<file path="config.mk">
export PLATFORM = sky130hd
export DESIGN_NAME = url_percent_decoder
export DESIGN_NICKNAME = d
export VERILOG_FILES = /design/src/pct_pkg.sv /design/src/pct_queue.sv /design/src/pct_front.sv /design/src/pct_back.sv /design/src/url_percent_decoder.sv
export SDC_FILE = /design/constraint.sdc
export NUM_CORES = 1
export LEC_CHECK = 0
export ABC_AREA = 0
export BUFFER_PORTS_ARGS = -buffer_cell sky130_fd_sc_hd__buf_2
export CAP_MARGIN = 10
export CORE_MARGIN = 4
export CORE_UTILIZATION = 40
export DETAILED_ROUTE_END_ITERATION = 6
export PLACE_DENSITY = 0.6
export RECOVER_POWER = 25
export SETUP_SLACK_MARGIN = 0.5
export SLEW_MARGIN = 20
export SYNTH_ARGS = -nofsm -noshare
export SYNTH_HDL_FRONTEND = slang
export SYNTH_SLANG_ARGS = --single-unit
export TNS_END_PERCENT = 100
</file>
<file path="constraint.sdc">
create_clock -name aclk -period 6.37 [get_ports aclk]
set_input_delay 0.637 -clock aclk [delete_from_list [all_inputs] [get_ports aclk]]
set_output_delay 0.637 -clock aclk [all_outputs]
set_load 0.005 [all_outputs]
</file>
<file path="src/pct_pkg.sv">
// ----------------------------------------------------------------------------
// pct_pkg
// Shared types, constants and hex helpers for the URL percent decoder.
// ----------------------------------------------------------------------------
package pct_pkg;

    localparam logic [7:0] PCT_CHAR    = 8'h25;
    localparam int         MAX_RUN     = 3;
    localparam int         CNT_W       = 2;
    localparam int         QUEUE_DEPTH = 4;

    // One decoded run: up to three bytes for one input transaction.
    typedef struct packed {
        logic [MAX_RUN-1:0][7:0] bytes;
        logic [CNT_W-1:0]        cnt;
        logic                    last;
    } job_t;

    function automatic logic hex_valid(input logic [7:0] c);
        hex_valid = (c >= 8'h30 && c <= 8'h39) ||
                    (c >= 8'h41 && c <= 8'h46) ||
                    (c >= 8'h61 && c <= 8'h66);
    endfunction

    // Digits map straight from the low nibble; letters are offset by nine.
    function automatic logic [3:0] hex_nibble(input logic [7:0] c);
        hex_nibble = (c <= 8'h39) ? c[3:0] : (c[3:0] + 4'd9);
    endfunction

endpackage

</file>
<file path="src/pct_queue.sv">
// ----------------------------------------------------------------------------
// pct_queue
// Small FIFO of decoded runs between the classifier and the output sequencer.
// ----------------------------------------------------------------------------
module pct_queue #(
    parameter int DEPTH = pct_pkg::QUEUE_DEPTH
) (
    input  logic          aclk,
    input  logic          aresetn,
    input  logic          push,
    input  pct_pkg::job_t push_job,
    input  logic          pop,
    output logic          full,
    output logic          not_empty,
    output pct_pkg::job_t head_job
);

    localparam int PTR_W = (DEPTH > 1) ? $clog2(DEPTH) : 1;
    localparam int FILL_W = $clog2(DEPTH + 1);

    pct_pkg::job_t     mem_reg [DEPTH];
    logic [PTR_W-1:0]  wr_ptr_reg, wr_ptr_next;
    logic [PTR_W-1:0]  rd_ptr_reg, rd_ptr_next;
    logic [FILL_W-1:0] fill_reg, fill_next;

    assign full      = (fill_reg == FILL_W'(DEPTH));
    assign not_empty = (fill_reg != '0);
    assign head_job  = mem_reg[rd_ptr_reg];

    always_comb begin
        wr_ptr_next = wr_ptr_reg;
        rd_ptr_next = rd_ptr_reg;
        fill_next   = fill_reg;
        if (push) begin
            wr_ptr_next = (wr_ptr_reg == PTR_W'(DEPTH - 1)) ? '0 : wr_ptr_reg + 1'b1;
        end
        if (pop) begin
            rd_ptr_next = (rd_ptr_reg == PTR_W'(DEPTH - 1)) ? '0 : rd_ptr_reg + 1'b1;
        end
        if (push && !pop) begin
            fill_next = fill_reg + 1'b1;
        end else if (pop && !push) begin
            fill_next = fill_reg - 1'b1;
        end
    end

    always_ff @(posedge aclk) begin
        if (!aresetn) begin
            wr_ptr_reg <= '0;
            rd_ptr_reg <= '0;
            fill_reg   <= '0;
        end else begin
            wr_ptr_reg <= wr_ptr_next;
            rd_ptr_reg <= rd_ptr_next;
            fill_reg   <= fill_next;
        end
    end

    always_ff @(posedge aclk) begin
        if (push) begin
            mem_reg[wr_ptr_reg] <= push_job;
        end
    end

endmodule

</file>
<file path="src/pct_front.sv">
// ----------------------------------------------------------------------------
// pct_front
// Escape tracker: classifies each input byte and builds its output run.
// ----------------------------------------------------------------------------
module pct_front (
    input  logic          aclk,
    input  logic          aresetn,
    input  logic          in_fire,
    input  logic [7:0]    in_byte,
    input  logic          in_last,
    output logic          push,
    output pct_pkg::job_t push_job
);

    typedef enum logic [2:0] {
        PH_IDLE  = 3'b001,
        PH_PCT   = 3'b010,
        PH_DIGIT = 3'b100
    } phase_t;

    phase_t     phase_reg, phase_next;
    logic [7:0] held_reg, held_next;
    logic       is_hex;
    logic       opens_pct;

    assign is_hex    = pct_pkg::hex_valid(in_byte);
    assign opens_pct = (in_byte == pct_pkg::PCT_CHAR) && !in_last;

    always_comb begin
        phase_next = phase_reg;
        held_next  = held_reg;
        push_job   = '0;
        push_job.last = in_last;
        unique case (phase_reg)
            PH_PCT: begin
                priority if (is_hex && !in_last) begin
                    held_next  = in_byte;
                    phase_next = PH_DIGIT;
                end else if (is_hex || !opens_pct) begin
                    // broken or short escape: literal '%' then the byte
                    push_job.bytes[0] = pct_pkg::PCT_CHAR;
                    push_job.bytes[1] = in_byte;
                    push_job.cnt      = 2'd2;
                    phase_next        = PH_IDLE;
                end else begin
                    // '%' after '%': emit the first, hold the second
                    push_job.bytes[0] = pct_pkg::PCT_CHAR;
                    push_job.cnt      = 2'd1;
                    phase_next        = PH_PCT;
                end
            end
            PH_DIGIT: begin
                priority if (is_hex) begin
                    push_job.bytes[0] = {pct_pkg::hex_nibble(held_reg),
                                         pct_pkg::hex_nibble(in_byte)};
                    push_job.cnt      = 2'd1;
                    phase_next        = PH_IDLE;
                end else if (opens_pct) begin
                    push_job.bytes[0] = pct_pkg::PCT_CHAR;
                    push_job.bytes[1] = held_reg;
                    push_job.cnt      = 2'd2;
                    phase_next        = PH_PCT;
                end else begin
                    push_job.bytes[0] = pct_pkg::PCT_CHAR;
                    push_job.bytes[1] = held_reg;
                    push_job.bytes[2] = in_byte;
                    push_job.cnt      = 2'd3;
                    phase_next        = PH_IDLE;
                end
            end
            default: begin
                // idle, and any unused code
                if (opens_pct) begin
                    phase_next = PH_PCT;
                end else begin
                    push_job.bytes[0] = in_byte;
                    push_job.cnt      = 2'd1;
                    phase_next        = PH_IDLE;
                end
            end
        endcase
        if (in_last) begin
            phase_next = PH_IDLE;
        end
    end

    assign push = in_fire && (push_job.cnt != '0);

    always_ff @(posedge aclk) begin
        if (!aresetn) begin
            phase_reg <= PH_IDLE;
        end else if (in_fire) begin
            phase_reg <= phase_next;
        end
    end

    always_ff @(posedge aclk) begin
        if (in_fire) begin
            held_reg <= held_next;
        end
    end

endmodule

</file>
<file path="src/pct_back.sv">
// ----------------------------------------------------------------------------
// pct_back
// Output sequencer: walks each queued run one byte per transaction.
// ----------------------------------------------------------------------------
module pct_back (
    input  logic          aclk,
    input  logic          aresetn,
    input  logic          job_valid,
    input  pct_pkg::job_t head_job,
    output logic          pop,
    output logic          out_valid,
    input  logic          out_ready,
    output logic [7:0]    out_byte,
    output logic          run_end,
    output logic          string_end
);

    logic [pct_pkg::CNT_W-1:0] idx_reg, idx_next;
    logic                      valid_reg;
    logic [7:0]                byte_reg;
    logic                      run_end_reg;
    logic                      string_end_reg;
    logic                      load;
    logic                      is_end;
    logic [7:0]                sel_byte;

    assign load   = job_valid && (!valid_reg || out_ready);
    assign is_end = ((idx_reg + 1'b1) == head_job.cnt);
    assign pop    = load && is_end;

    always_comb begin
        unique case (idx_reg)
            2'd0:    sel_byte = head_job.bytes[0];
            2'd1:    sel_byte = head_job.bytes[1];
            default: sel_byte = head_job.bytes[2];
        endcase
    end

    always_comb begin
        idx_next = idx_reg;
        if (load) begin
            idx_next = is_end ? '0 : idx_reg + 1'b1;
        end
    end

    always_ff @(posedge aclk) begin
        if (!aresetn) begin
            valid_reg <= 1'b0;
            idx_reg   <= '0;
        end else begin
            idx_reg <= idx_next;
            if (load) begin
                valid_reg <= 1'b1;
            end else if (out_ready) begin
                valid_reg <= 1'b0;
            end
        end
    end

    always_ff @(posedge aclk) begin
        if (load) begin
            byte_reg       <= sel_byte;
            run_end_reg    <= is_end;
            string_end_reg <= is_end && head_job.last;
        end
    end

    assign out_valid  = valid_reg;
    assign out_byte   = byte_reg;
    assign run_end    = run_end_reg;
    assign string_end = string_end_reg;

endmodule

</file>
<file path="src/url_percent_decoder.sv">
// ----------------------------------------------------------------------------
// url_percent_decoder
// Streaming URL percent-escape decoder: "%hh" becomes one byte, all else
// passes through, held bytes are flushed at the end of the string.
// ----------------------------------------------------------------------------
// m_tvalid rises after the queue write, then the output register load; the first
//   byte can be taken at the next edge.
// Throughput (m_tready high): one input per cycle while each input yields at most
//   one byte; the output register drains one byte per cycle, so a run of two or
//   three bytes (broken escape, flush at string end) goes out byte by byte. The
//   run queue absorbs short bursts of such runs before s_tready drops.
// Reset (aresetn low, synchronous): escape state idle, queue empty, m_tvalid low.
// ----------------------------------------------------------------------------
module url_percent_decoder #(
    parameter int QUEUE_DEPTH = pct_pkg::QUEUE_DEPTH
) (
    input  logic       aclk,
    input  logic       aresetn,
    // input stream
    input  logic       s_tvalid,
    output logic       s_tready,
    input  logic [7:0] s_tdata,   // [7:0] in_byte
    input  logic       s_tlast,   // in_last: final byte of the string
    // decoded stream
    output logic       m_tvalid,
    input  logic       m_tready,
    output logic [7:0] m_tdata,   // [7:0] out_byte
    output logic       m_tlast,   // run_end: last byte caused by one input
    output logic [0:0] m_tuser    // [0] string_end: final byte of the string
);

    logic          in_fire;
    logic          push;
    pct_pkg::job_t push_job;
    logic          pop;
    logic          q_full;
    logic          q_not_empty;
    pct_pkg::job_t head_job;
    logic          string_end;

    // Front side only needs room for one more run.
    assign s_tready = !q_full;
    assign in_fire  = s_tvalid && s_tready;

    // Escape tracking; steps that only extend an escape push nothing.
    pct_front u_front (
        .aclk     (aclk),
        .aresetn  (aresetn),
        .in_fire  (in_fire),
        .in_byte  (s_tdata),
        .in_last  (s_tlast),
        .push     (push),
        .push_job (push_job)
    );

    // Decouples classification from byte-by-byte output.
    pct_queue #(
        .DEPTH (QUEUE_DEPTH)
    ) u_queue (
        .aclk      (aclk),
        .aresetn   (aresetn),
        .push      (push),
        .push_job  (push_job),
        .pop       (pop),
        .full      (q_full),
        .not_empty (q_not_empty),
        .head_job  (head_job)
    );

    // Output register; the next byte loads while the current one is taken.
    pct_back u_back (
        .aclk       (aclk),
        .aresetn    (aresetn),
        .job_valid  (q_not_empty),
        .head_job   (head_job),
        .pop        (pop),
        .out_valid  (m_tvalid),
        .out_ready  (m_tready),
        .out_byte   (m_tdata),
        .run_end    (m_tlast),
        .string_end (string_end)
    );

    assign m_tuser = string_end;

endmodule

</file>
* Yosys cells after proc, flatten, opt, wreduce, memory -nomap -nowiden
Memory sizes are Yosys's and may differ from the RTL's. A register that Yosys moved wholly into a read port is not among the register bits.
Cells that the tools add are included.
** Storage, ports and cells
- Memories :: 1
- Output and inout port bits :: 12
- Memory bits (writable) :: 108
- Word-level logic and storage cells :: 92
- Flip-flop bits (word level) :: 31
- Input port bits :: 13
** Operators by class
- Equality and inequality tests :: 8
- $add $sub $neg :: 7
- $lt $le $gt $ge :: 7
- Multiplexer cells :: 31
- Reductions and logical operators :: 28
** Memories
- u_queue.mem_reg :: depth 4, width 27, read ports 1, clocked after memory_dff 1, write ports 1, line pct_queue.sv:21 : pct_pkg::job_t mem_reg [DEPTH];
** Operators by type and width (number)
- case mux 8 bit (2 select lines) :: 2
- two-way mux 8 bit :: 3
- two-way mux 10 bit :: 2
- case mux 10 bit (2 select lines) :: 1
- two-way mux 18 bit :: 1
- >= comparator 8 x 7 -> 1 bit, second input constant :: 2
- less-or-equal comparator 8 x 6 -> 1 bit, second input constant :: 2
- less-or-equal comparator 8 x 7 -> 1 bit, second input constant :: 2
- two-way mux 16 bit :: 1
- two-way mux 2 bit :: 8
- two-way mux 3 bit :: 5
- logical AND 1 bit :: 12
- adder 4 bit, second input constant :: 2
- equality test 8 x 6 -> 1 bit, second input constant :: 1
- >= comparator 8 x 6 -> 1 bit, second input constant :: 1
- two-way mux 4 bit :: 2
- adder 2 x 1 -> 2 bit, second input constant :: 3
- equality test 3 bit, second input constant :: 2
- logical NOT 1 bit :: 6
- case mux 3 bit (2 select lines) :: 1
- nonzero test 2 bit :: 3
- two-way mux 1 bit :: 5
- equality test 2 bit, second input constant :: 2
- logical OR 1 bit :: 4
- 8 further kinds :: 8

* Longest topological paths before layout
- Word-level depth :: 14
- Depth in mapped cells :: 14
- Gate-level depth less buffers :: 12

* Modules after synthesis
A second synthesis with hierarchy kept.
** Second synthesis, totals
- Cells, all modules :: 367
- Area total of the unflattened synthesis :: 6155.9 um^2
** By module, submodules not included
- pct_queue :: instances 1, sequential area each 3423.3 um^2, cells an instance 185, area each 4403.0 um^2
- pct_front :: instances 1, sequential area each 300.3 um^2, cells an instance 121, area each 1116.1 um^2
- pct_back :: instances 1, sequential area each 360.3 um^2, cells an instance 59, area each 626.9 um^2
- url_percent_decoder :: instances 1, sequential area each 0.0 um^2, cells an instance 2, area each 10.0 um^2

* Least setup slack after synthesis
No wires, ideal clock.
- Kind :: input -> register
- Start point :: in s_tdata[1]
- End point :: reg u_queue.fill_reg[2]
- Slack :: 2.980 ns
- Setup time :: 0.076 ns
- Arrival time :: 3.314 ns
- Path buffers :: 2
- Required time :: 6.294 ns
- Stages on the path :: 14
- Cell sequence :: inv_1 > ha_1 > or4bb_1 > or2_1 > buf_6 > a21oi_2 > o21a_1 > buf_6 > ha_1 > inv_1 > fa_1 > xor2_1 > or3_1 > a21boi_0
** Between the ends
- Word-level cells in the longest chain between the ends :: 13
- Elaborated cells on any way between the ends :: 29
- Classes of those cells :: 6 x order compare; 1 x eq/ne; 7 x mux; 15 x reduce/logical
** Ends and longest elaborated chain
- start: declaration :: line url_percent_decoder.sv:22 : input logic [7:0] s_tdata,
- >= comparator 8 x 6 -> 1 bit, or another cell as far along :: line pct_pkg.sv:20 : hex_valid = (c >= 8'h30 && c <= 8'h39) ||
- logical AND 1 bit (on tied branches) :: line pct_pkg.sv:20, pct_pkg.sv:21
- logical OR 1 bit :: line pct_pkg.sv:20
- logical OR 1 bit :: line pct_pkg.sv:21 : (c >= 8'h41 && c <= 8'h46) ||
- logical OR 1 bit :: line pct_front.sv:39 : end else if (is_hex || !opens_pct) begin
- two-way mux 2 bit :: line pct_front.sv:39
- two-way mux 18 bit :: line pct_front.sv:36 : priority if (is_hex && !in_last) begin
- case mux 10 bit (2 select lines) * :: line pct_front.sv:34 : unique case (phase_reg)
- nonzero test 2 bit * :: line pct_front.sv:87 : assign push = in_fire && (push_job.cnt != '0);
- logical AND 1 bit * :: line pct_front.sv:87
- named net push :: line url_percent_decoder.sv:33 : logic push;
- logical NOT 1 bit :: line pct_queue.sv:42 : end else if (pop && !push) begin
- logical AND 1 bit :: line pct_queue.sv:42
- nonzero test 2 bit (no line)
- end signal: assignment :: line pct_queue.sv:55 : fill_reg <= fill_next;
- end: declaration :: line pct_queue.sv:24 : logic [FILL_W-1:0] fill_reg, fill_next;
The timed path passes the listed nets; every way through them passes the cells marked *.
A chain may end at the register's enable or synchronous reset.

==> qor.txt <==
post-synth top area cell: edfxtp_1
Die X: 131 um
largest family of logic cells by synthesized area: multiplexers
Port Buffers: 24
most frequent cell after synthesis: edfxtp_1
violated checks: capacitance limit, slew limit
layout cells sized above 1: 0.175
Final Total Pwr: 2.58 mW
crit path max-delay cell type: dfxtp_1
crit-path max FO: 27
setup repair bufs after CTS: 0
post-synthesis compound-gate area fraction: 0.0692
drt wl/cell: 19.4 um
CTS buffer count: 17
worst rel slew slack: -0.262
Clock Path Buffers: 2
CTS tree: built
Hold Vio Cnt, Final: 0
Synth area leaders: edfxtp_1 (63%), mux4_2 (10%), dfxtp_1 (5.0%)
Critical Setup Path Class: reg2reg
sequential area share after synthesis: 0.676
post-synthesis simple-gate area fraction: 0.0783
Req. time, crit path: 6.70 ns
first-pass GRT wire length: 18.5 mm
RSZ-0062 raised after global routing: false
post-cts resize count: 0
async set or reset register ratio after synthesis: 0
hold_sp: u_back.out_valid$_SDFFE_PN0P_
Largest register FFs: 108
post-synthesis mux area share: 0.109
Worst EP arrival: 4.56 ns
via count: 3265
max-cap violations: 1
All-Layer GR Usage: 0.149
Synth Flop Type: edfxtp_1
synth unique cells: 53
Finish-stage setup viols: 0
Fillers: 1270
Pwr Density: 377 mW/mm^2
post-DP HPWL: 7.57 mm
Setup crit end kind: register
vias in the first global route: 3354
synthesized instance count: 374
FF+latch count, synth: 141
yosys warns: 0
worst-path cell chain: mux4_2 -> xnor2_1 -> and2_0 -> nand2_1 -> ha_1 -> inv_1 -> fa_1 -> xor2_1 -> or3_1 -> a21boi_0
Top Ports: 25
CTS clk-pin slew, worst paths: 0.05 ns
Max Slew Vio Count: 28
Root Buffer: clkbuf_16
largest net degree at the start of global routing: 28
Clk Latency, worst-skew pair: 0.41 ns
synthesized area: 0.00604 sq mm
DR vias/cell: 5.44
Post-Route WL: 11.7 mm
leakage power: 2.32 nW
CP peak stage delay: 1.59 ns
Post-Synth Adder-Cell Area: 0.0323
Chip Height: 131 um
worst-margin pin slew: 1.89 ns
Net Count, Synth: 402
Clock Skews: 0.0113 ns
Core Region: 0.0146 sq mm
Final Critical Period: 4.22 ns
area share of the largest cell type after synthesis: 0.626
CTS Hold Bufs: 0
P&R area growth vs syn: 13.2%
syn avg cell area: 16.2 sq um
final worst path period share: 0.663
DRT Pass-1 Iters: 5
VDD IR max: 0.202 mV
worst min-delay path class: reg2reg
startpoint types: register
number of synthesized flops with an enable pin: 126
Initial Utilization: 0.413
# rows: 44
final setup TNS: 0 ns
DR DRC count: 0
die area: 0.0171 sq mm
register area: 0.00408 sq mm
# H-tree levels: 4
Synth top cells by count: edfxtp_1 (126), mux4_2 (27), inv_1 (19), nand2_1 (18), dfxtp_1 (15)
DRT iter0 DRCs: 230
clk sinks: 141
initial antenna violation count: 0
Diodes inserted: 0
xor and xnor area share after synthesis: 0.0101
remaining antenna violation count: 0
Final #Nets: 435
fmax: 0.237 GHz
status: complete, but fails checks
Multi-input gate area: 0.00181 sq mm
GRT Residual Overflow: 0
RD Place Congestion: 0.825
==> critical path: cells and delay by family (launching register included) <==
| kind | cells | cell delay (ns) |
|---|---|---|
| fa+ha+maj | 2 | 0.65 |
| simple gates | 3 | 0.69 |
| buf+inv | 1 | 0.07 |
| xor+xnor | 2 | 0.32 |
| flops | 1 | 1.59 |
| mux | 1 | 0.66 |
| compound gates | 1 | 0.17 |
==> cell families (layout without fill, tap and decap cells) <==
family | after synthesis | after routing
compound gates | 61 | 61
xor+xnor | 7 | 7
fa+ha+maj | 15 | 15
buf+inv | 35 | 77
flops | 141 | 141
mux | 32 | 32
simple gates | 83 | 83
==> final timing paths <==
check / end / depth (start not counted) / slack, ns
worst max register to register: u_queue.fill_reg[2]$_SDFFE_PN0P_ / 10 / 2.15
worst min register to register: u_back.out_valid$_SDFFE_PN0P_ / 2 / 0.48
worst min-delay path: u_back.out_valid$_SDFFE_PN0P_ / 2 / 0.48
worst max-delay path: u_queue.fill_reg[2]$_SDFFE_PN0P_ / 10 / 2.15
==> stage by stage <==
step	std cells	hold WS (ns)	cell area [sq um]	setup WS (ns)	utilization
final	600	0.479	6840	2.15	0.467
after CTS	600	0.478	6870	2.74	0.469
after detailed placement	572	0.470	6360	2.59	0.434
after global placement	572	0.460	6360	2.69	0.434
after global routing	600	0.518	6840	1.67	0.467
after floorplan	374	0.458	6040	2.98	-
==> where the power goes <==
| part | total (mW) | switching [mW] | internal, mW | leakage (nW) |
|---|---|---|---|---|
| clock network | 0.855 | 0.335 | 0.520 | 0.250 |
| registers | 1.22 | 0.0607 | 1.16 | 1.27 |
| logic | 0.510 | 0.279 | 0.231 | 0.802 |
| total | 2.58 | 0.675 | 1.91 | 2.32 |
==> area by class of cell <==
class,count,share of cell area
clock buffer,18,0.0627
timing repair buffer,30,0.0208
clock inverter,10,0.0115
tap,184,0.0337
multi-input combinational,198,0.264
sequential,141,0.597
inverter,19,0.0104
==> routing by layer <==
metal | global-route usage | vias to the layer above | routed length (um)
li1 | - | 1511 | -
met1 | 0.199 | 1665 | 5110
met2 | 0.233 | 70 | 5720
met3 | 0.0309 | 19 | 511
met4 | 0.0720 | 0 | 313
met5 | 0 | - | 0
==> cell usage in the layout (no fill, tap or decap), drive strengths merged, types with 4 or more instances in the layout <==
master	count
ha	14
a22oi	8
buf	14
edfxtp	126
clkinv	7
mux2i	5
o21bai	4
and2	15
nand2	18
dfxtp	15
a22o	9
a21oi	8
or2	5
clkbuf	34
xnor2	4
and3	7
mux4	27
nor2	14
inv	19
o21ai	16
No activity file was read; power rests on OpenSTA's default activity.
